--- src/rtl/mmat_pkg.sv ---
// Shared types, constants and helpers for the multichannel moving average trend unit.
package mmat_pkg;

  localparam int CH_IDX_W    = 4;
  localparam int CHANNELS    = 1 << CH_IDX_W;
  localparam int HIST_DEPTH  = 4;
  localparam int SLOT_W      = 2;
  localparam int CNT_W       = 3;
  localparam int SAMPLE_BITS = 24;
  localparam int SUM_W       = SAMPLE_BITS + 3;
  localparam int DIV_SHIFT   = SUM_W + 3;
  localparam int RECIP_W     = DIV_SHIFT - 1;
  localparam int PROD_W      = SUM_W + RECIP_W;

  localparam logic [RECIP_W-1:0] RECIP3 = RECIP_W'((64'd1 << DIV_SHIFT) / 3);
  localparam logic [RECIP_W-1:0] RECIP5 = RECIP_W'((64'd1 << DIV_SHIFT) / 5);

  typedef logic [SAMPLE_BITS-1:0] sample_t;
  typedef logic [SUM_W-1:0]       sum_t;
  typedef logic [CNT_W-1:0]       cnt_t;
  typedef logic [SLOT_W-1:0]      slot_t;

  typedef enum logic [1:0] {
    TREND_FLAT = 2'd0,
    TREND_UP   = 2'd1,
    TREND_DOWN = 2'd2
  } trend_t;

  typedef enum logic [1:0] {
    ST_IDLE,
    ST_SUM,
    ST_MUL,
    ST_WB
  } state_t;

  typedef struct packed {
    sample_t [HIST_DEPTH-1:0] hist;
    sample_t                  last_price;
    sample_t                  last_avg;
    cnt_t                     count;
    slot_t                    slot;
  } chan_state_t;

  function automatic trend_t trend_of(input sample_t now, input sample_t prev);
    trend_t t;
    if (now > prev) begin
      t = TREND_UP;
    end else if (now < prev) begin
      t = TREND_DOWN;
    end else begin
      t = TREND_FLAT;
    end
    return t;
  endfunction

endpackage

--- src/rtl/mmat_div.sv ---
// Two-stage divider of the window sum by the sample count plus one (1 to 5).
module mmat_div (
  input  logic            clk,
  input  mmat_pkg::sum_t  sum_i,
  input  mmat_pkg::cnt_t  cnt_i,
  output mmat_pkg::sample_t quo_o
);
  import mmat_pkg::*;

  logic [PROD_W-1:0]  prod_r;
  sum_t               sum_q_r;
  cnt_t               cnt_q_r;
  logic [RECIP_W-1:0] recip;
  sum_t               q_est;
  sum_t               q_times_d;
  sum_t               rem;
  sum_t               divisor;
  sum_t               quo;

  always_comb begin
    recip = (cnt_i == CNT_W'(2)) ? RECIP3 : RECIP5;
  end

  always_ff @(posedge clk) begin
    prod_r  <= PROD_W'(sum_i) * PROD_W'(recip);
    sum_q_r <= sum_i;
    cnt_q_r <= cnt_i;
  end

  always_comb begin
    q_est     = SUM_W'(prod_r >> DIV_SHIFT);
    divisor   = SUM_W'(cnt_q_r) + SUM_W'(1);
    q_times_d = (cnt_q_r == CNT_W'(2)) ? ((q_est << 1) + q_est) : ((q_est << 2) + q_est);
    rem       = sum_q_r - q_times_d;
    unique case (cnt_q_r)
      CNT_W'(0): quo = sum_q_r;
      CNT_W'(1): quo = sum_q_r >> 1;
      CNT_W'(3): quo = sum_q_r >> 2;
      CNT_W'(2), CNT_W'(4): quo = (rem >= divisor) ? q_est + SUM_W'(1) : q_est;
      default: quo = sum_q_r >> 2;
    endcase
  end

  assign quo_o = quo[SAMPLE_BITS-1:0];

endmodule

--- src/rtl/multichannel_moving_average_trend_unit.sv ---
// Top level: per-channel five-sample moving average with price and average trend flags.
// An accepted beat reads its entry from the single-port channel state memory, then passes the
// sum, multiply and write-back states; the result enters the output register at write-back and
// no new beat is taken before that. A held result stalls only the write-back step.
// Reset (rst_n low, synchronous): clears the sequencer, the output valid and the per-channel
// valid bits, so every channel reads as all zero until its first sample is written.
module multichannel_moving_average_trend_unit (
  input  logic        clk,
  input  logic        rst_n,
  input  logic        in_tvalid,
  output logic        in_tready,
  input  logic [31:0] in_tdata,   // [3:0] channel, [27:4] price, [31:28] zero
  output logic        out_tvalid,
  input  logic        out_tready,
  output logic [31:0] out_tdata   // [3:0] channel_out, [5:4] price_trend, [29:6] average,
                                  // [31:30] average_trend
);
  import mmat_pkg::*;

  chan_state_t mem [CHANNELS];
  logic [CHANNELS-1:0] vld_r;

  state_t state_r, state_nxt;
  logic   mem_we;
  logic   out_load;
  logic   in_acc;

  logic [3:0]           chan_r;
  logic [CH_IDX_W-1:0]  idx_r;
  sample_t              price_r;
  chan_state_t          rd_r;
  logic                 rd_vld_r;
  chan_state_t          cur;
  chan_state_t          wr_state;
  sum_t                 sum_r;
  sum_t                 sum_nxt;
  sample_t              avg;
  trend_t               p_trend;
  trend_t               a_trend;

  logic        out_tvalid_r;
  logic [31:0] out_tdata_r;

  logic [SUM_W+CNT_W:0] chk_prod;
  logic [SUM_W+CNT_W:0] chk_div;

  assign in_acc = in_tvalid && in_tready;

  always_comb begin
    state_nxt = state_r;
    unique case (state_r)
      ST_IDLE: if (in_acc) state_nxt = ST_SUM;
      ST_SUM:  state_nxt = ST_MUL;
      ST_MUL:  state_nxt = ST_WB;
      ST_WB:   if (!out_tvalid_r || out_tready) state_nxt = ST_IDLE;
      default: state_nxt = ST_IDLE;
    endcase
  end

  always_comb begin
    in_tready = 1'b0;
    mem_we    = 1'b0;
    out_load  = 1'b0;
    unique case (state_r)
      ST_IDLE: in_tready = 1'b1;
      ST_WB: begin
        mem_we   = !out_tvalid_r || out_tready;
        out_load = !out_tvalid_r || out_tready;
      end
      default: begin
        in_tready = 1'b0;
      end
    endcase
  end

  always_ff @(posedge clk) begin
    if (!rst_n) begin
      state_r      <= ST_IDLE;
      out_tvalid_r <= 1'b0;
      vld_r        <= '0;
    end else begin
      state_r <= state_nxt;
      if (out_load) begin
        out_tvalid_r <= 1'b1;
      end else if (out_tready) begin
        out_tvalid_r <= 1'b0;
      end
      if (mem_we) begin
        vld_r[idx_r] <= 1'b1;
      end
    end
  end

  // capture the beat and read the channel entry
  always_ff @(posedge clk) begin
    if (in_acc) begin
      chan_r   <= in_tdata[3:0];
      idx_r    <= in_tdata[CH_IDX_W-1:0];
      price_r  <= in_tdata[4 +: SAMPLE_BITS];
      rd_r     <= mem[in_tdata[CH_IDX_W-1:0]];
      rd_vld_r <= vld_r[in_tdata[CH_IDX_W-1:0]];
    end
    if (mem_we) begin
      mem[idx_r] <= wr_state;
    end
  end

  assign cur = rd_vld_r ? rd_r : '0;

  always_comb begin
    sum_nxt = SUM_W'(price_r);
    for (int i = 0; i < HIST_DEPTH; i++) begin
      sum_nxt = sum_nxt + SUM_W'(cur.hist[i]);
    end
  end

  always_ff @(posedge clk) begin
    if (state_r == ST_SUM) begin
      sum_r <= sum_nxt;
    end
  end

  mmat_div u_div (
    .clk   (clk),
    .sum_i (sum_r),
    .cnt_i (cur.count),
    .quo_o (avg)
  );

  assign p_trend = trend_of(price_r, cur.last_price);
  assign a_trend = trend_of(avg, cur.last_avg);

  always_comb begin
    wr_state                 = cur;
    wr_state.hist[cur.slot]  = price_r;
    wr_state.slot            = cur.slot + SLOT_W'(1);
    wr_state.last_price      = price_r;
    wr_state.last_avg        = avg;
    if (cur.count < CNT_W'(HIST_DEPTH)) begin
      wr_state.count = cur.count + CNT_W'(1);
    end
  end

  always_ff @(posedge clk) begin
    if (out_load) begin
      out_tdata_r <= {a_trend, avg, p_trend, chan_r};
    end
  end

  assign out_tvalid = out_tvalid_r;
  assign out_tdata  = out_tdata_r;

  assign chk_prod = (SUM_W+CNT_W+1)'(avg) * (SUM_W+CNT_W+1)'(cur.count + CNT_W'(1));
  assign chk_div  = (SUM_W+CNT_W+1)'(cur.count + CNT_W'(1));

  a_div_low: assert property (@(posedge clk) disable iff (!rst_n)
    (state_r == ST_WB) |-> (chk_prod <= (SUM_W+CNT_W+1)'(sum_r)))
    else $error("average times divisor exceeds the window sum");

  a_div_high: assert property (@(posedge clk) disable iff (!rst_n)
    (state_r == ST_WB) |-> ((SUM_W+CNT_W+1)'(sum_r) - chk_prod < chk_div))
    else $error("average remainder not below the divisor");

  a_one_at_a_time: assert property (@(posedge clk) disable iff (!rst_n)
    in_acc |=> !in_tready)
    else $error("input accepted while a beat is in flight");

  a_count_sat: assert property (@(posedge clk) disable iff (!rst_n)
    (state_r == ST_WB) |-> (wr_state.count <= CNT_W'(HIST_DEPTH)))
    else $error("sample count past history depth");

  a_load_wb: assert property (@(posedge clk) disable iff (!rst_n)
    out_load |=> (out_tvalid && state_r == ST_IDLE))
    else $error("result load did not end the sequence");

endmodule
--- config.mk ---
export PLATFORM = sky130hd
export DESIGN_NAME = multichannel_moving_average_trend_unit
export DESIGN_NICKNAME = d
export VERILOG_FILES = /design/src/rtl/mmat_pkg.sv /design/src/rtl/mmat_div.sv /design/src/rtl/multichannel_moving_average_trend_unit.sv
export SDC_FILE = /design/constraint.sdc
export NUM_CORES = 2
export LEC_CHECK = 0
export BUFFER_PORTS_ARGS = -buffer_cell sky130_fd_sc_hd__buf_4
export CAP_MARGIN = 20
export CORE_UTILIZATION = 57
export CTS_CLUSTER_SIZE = 8
export DETAILED_ROUTE_END_ITERATION = 6
export HOLD_SLACK_MARGIN = 0.03
export PLACE_DENSITY = 0.76
export SYNTH_ARGS = -nofsm -noshare
export SYNTH_HDL_FRONTEND = slang
export SYNTH_HIERARCHICAL = 1
export SYNTH_SLANG_ARGS = --single-unit
--- constraint.sdc ---
create_clock -name clk -period 12.4 [get_ports clk]
set_input_delay 1.24 -clock clk [delete_from_list [all_inputs] [get_ports clk]]
set_output_delay 1.24 -clock clk [all_outputs]
set_load 0.05 [all_outputs]
==> flow_summary.json <==
{
  "status": "finished, violations left",
  "violations": "DRC",
  "slew_headroom_pct": 21.8,
  "crit_path_frequent_cell": "fa_1",
  "fin_skew_ns": 0.106,
  "syn_area_um2": 120000,
  "crit_type": "reg2reg",
  "ys_types": 83,
  "drtIter0Drc": 8020,
  "grt_antenna_before_repair": 12,
  "cts_buffer_depth": 4,
  "synth-async-reset-ratio_pct": 0,
  "vias": 63300,
  "fmax_mhz": 103,
  "nets": 7626,
  "final.period_utilization_pct": 78.5,
  "drc": 9,
  "dp_hpwl_um": 164000,
  "synth_edf_count": 2621,
  "synth.avg_cell_area_um2": 18.6,
  "cts_root_buffer": "clkbuf_16",
  "crit_slowest_cell": "or3b_2",
  "fp.dieH_um": 461,
  "setup_viol_count_final": 0,
  "final_max_slew_viol_count": 0,
  "post_drt_wl_per_cell_um": 30.7,
  "clk_pin_slew_ns": 0.05,
  "synthTopCellsByArea": "edfxtp_1 65%, mux4_2 14%, fa_1 5.2%",
  "ys_ff_latch": 2696,
  "cts_resized": 0,
  "grt_pass1_vias": 66500,
  "ant_nets": 0,
  "post-cts-setup-buffers": 0,
  "tightest_slew_ns": 1.17,
  "drt_wl_total_um": 300000,
  "num_rows": 168,
  "drive_above_1_share_pct": 21.5,
  "synth_largest_area_cell": "edfxtp_1",
  "core_area_um2": 210000,
  "cpPeakStageDelay_ns": 0.77,
  "synthToLayoutAreaGrowth_pct": 12.3,
  "dieWidth_um": 461,
  "yosysWarnings": 6,
  "period_minus_slack_ns": 9.74,
  "grt-ovfl-total": 0,
  "cp_max_fo": 29,
  "clkSinkCount": 2696,
  "cp.required_ns": 13.19,
  "syn_inst": 6477,
  "numCtsBuffers": 388,
  "ys.flop_type": "edfxtp_1",
  "dieArea_um2": 213000,
  "crit_arrival_ns": 10.53,
  "port-buffer-count": 65,
  "tritoncts": "done",
  "grt_max_degree": 147,
  "hold_slack_ns": 0.459,
  "critPathLaunchType": "flip-flop",
  "hold_viol": 0,
  "clkLatencyLatePin_ns": 0.99,
  "grt_pass1_wl_um": 441000,
  "rsz0062_at_grt": "no",
  "grt_usage_pct": 28.8,
  "maxCapViolCount": 0,
  "place_congestion": 0.937,
  "cts-hold-fix-buffers": 0,
  "fin_tns_setup_ns": 0,
  "htreeDepth": 5,
  "initial_core_util_pct": 57.3,
  "hp-class": "in2reg",
  "endpoint_kind": "flip-flop",
  "vias_per_cell": 6.48,
  "io-pin-count": 70,
  "yosysTopAreaCellShare_pct": 65.5,
  "synth_seq_area_share_pct": 66.7,
  "drtPass1Iterations": 7
}
state kept, by name, indices dropped and copies added (netlist names):
signal / flops
out_tdata: 32
state_r: 2
price_r: 24
rd_r: 149
u_div/cnt_q_r: 3
u_div/sum_q_r: 27
sum_r: 27
rd_vld_r: 1
vld_r: 16
mem: 2384
idx_r: 4
u_div/prod_r: 26
out_tvalid: 1
critical path, delay by kind of cell (launching register included):
kind | cells | cell delay (ns)
adders and majority gates | 8 | 4.10
AOI/OAI and AO/OA | 9 | 2.70
and+or+nand+nor | 4 | 1.59
DFF | 1 | 0.63
buffers and inverters | 4 | 0.36
xor gates and xnor gates | 1 | 0.16
cell type report:
cell class	count	area, um2
Antenna cell	2	5.00
Sequential cell	2696	80200
Fill cell	13600	74600
Inverter	632	2370
Clock buffer	430	9950
Clock inverter	11	136
Tap cell	2805	3510
Timing Repair Buffer	279	2260
Multi-Input combinational cell	2916	36500
cells in the mapped netlist (9+ instances only):
library cell  instances
buf_1                12
fa_1                314
a211oi_1             30
o21ai_1              18
a211o_1               9
dfxtp_1              75
nor2_1              114
o211ai_1             12
mux2i_1              21
nand3_1              40
a31oi_1              33
o21bai_1             12
a222oi_1             21
mux4_2              736
o21a_1               34
nand2b_1             23
inv_1               632
ha_1                363
clkbuf_1            144
xor2_1               41
buf_6                19
and2_1               70
mux2_2               28
nor3_1               30
and3_1               11
edfxtp_1           2621
nand4_1              37
buf_2                36
a21o_1               71
a21oi_1             152
nor2b_1              45
o21ai_0             156
xnor2_1              71
nand2_1             289
buf_4                38
logic make-up (layout without fill, tap and decap cells):
kind of cell | after synthesis | in the layout | share of synthesized area [%]
buffers and inverters | 881 | 1352 | 3.03
multiplexers | 789 | 789 | 14.3
AO/OA/AOI/OAI | 618 | 618 | 3.34
other | 2 | 20 | 0.00625
adder cells (fa/ha/maj) | 677 | 677 | 9.01
AND/OR/NAND/NOR | 702 | 702 | 2.79
XOR/XNOR | 112 | 112 | 0.816
flip-flops | 2696 | 2696 | 66.7
layer usage:
layer / global-route usage [%] / vias up / part of all wire (%)
li1: - / 26000 / -
met4: 9.51 / 4 / 3.3
met1: 39.2 / 33100 / 38
met5: 0 / - / 0.0087
met2: 47.5 / 3578 / 50
met3: 5.17 / 644 / 9.3
layout by cell type, fill, tap and decap left out, drive strengths merged, types with 45 or more instances in the layout:
cell type  synthesis  final
o21ai            176    176
mux4             736    736
edfxtp          2621   2621
a21o              71     71
xnor2             71     71
inv              632    636
a21oi            153    153
buf              105    279
clkbuf           144    430
and2              70     70
nand2            289    289
dfxtp             75     75
ha               363    363
nor2             114    114
nor2b             45     45
fa               314    314
metrics by stage:
step                std cells  util (%)  worst slack (ns)  area, um2
floorplan                6493         -              3.05     120000
global placement         9314      59.5              2.90     125000
detailed placement       9328      59.6              2.81     125000
CTS                      9769      64.4              2.76     135000
global route             9769      64.4              2.20     135000
finish                   9771      64.4              2.66     135000
worst paths after layout:
check                                  from                to  slack [ns]  cells past startpoint
worst min register to register     vld_r[6]          vld_r[6]        0.46                      1
worst min-delay path            in_tdata[6]        price_r[2]        0.46                      1
worst max-delay path               rd_vld_r  u_div/prod_r[54]        2.66                     26
worst max register to register     rd_vld_r  u_div/prod_r[54]        2.66                     26
Power is left out: the tool's default activity adds up to more than one toggle a clock period on the data nets, which glitch-free logic cannot reach.
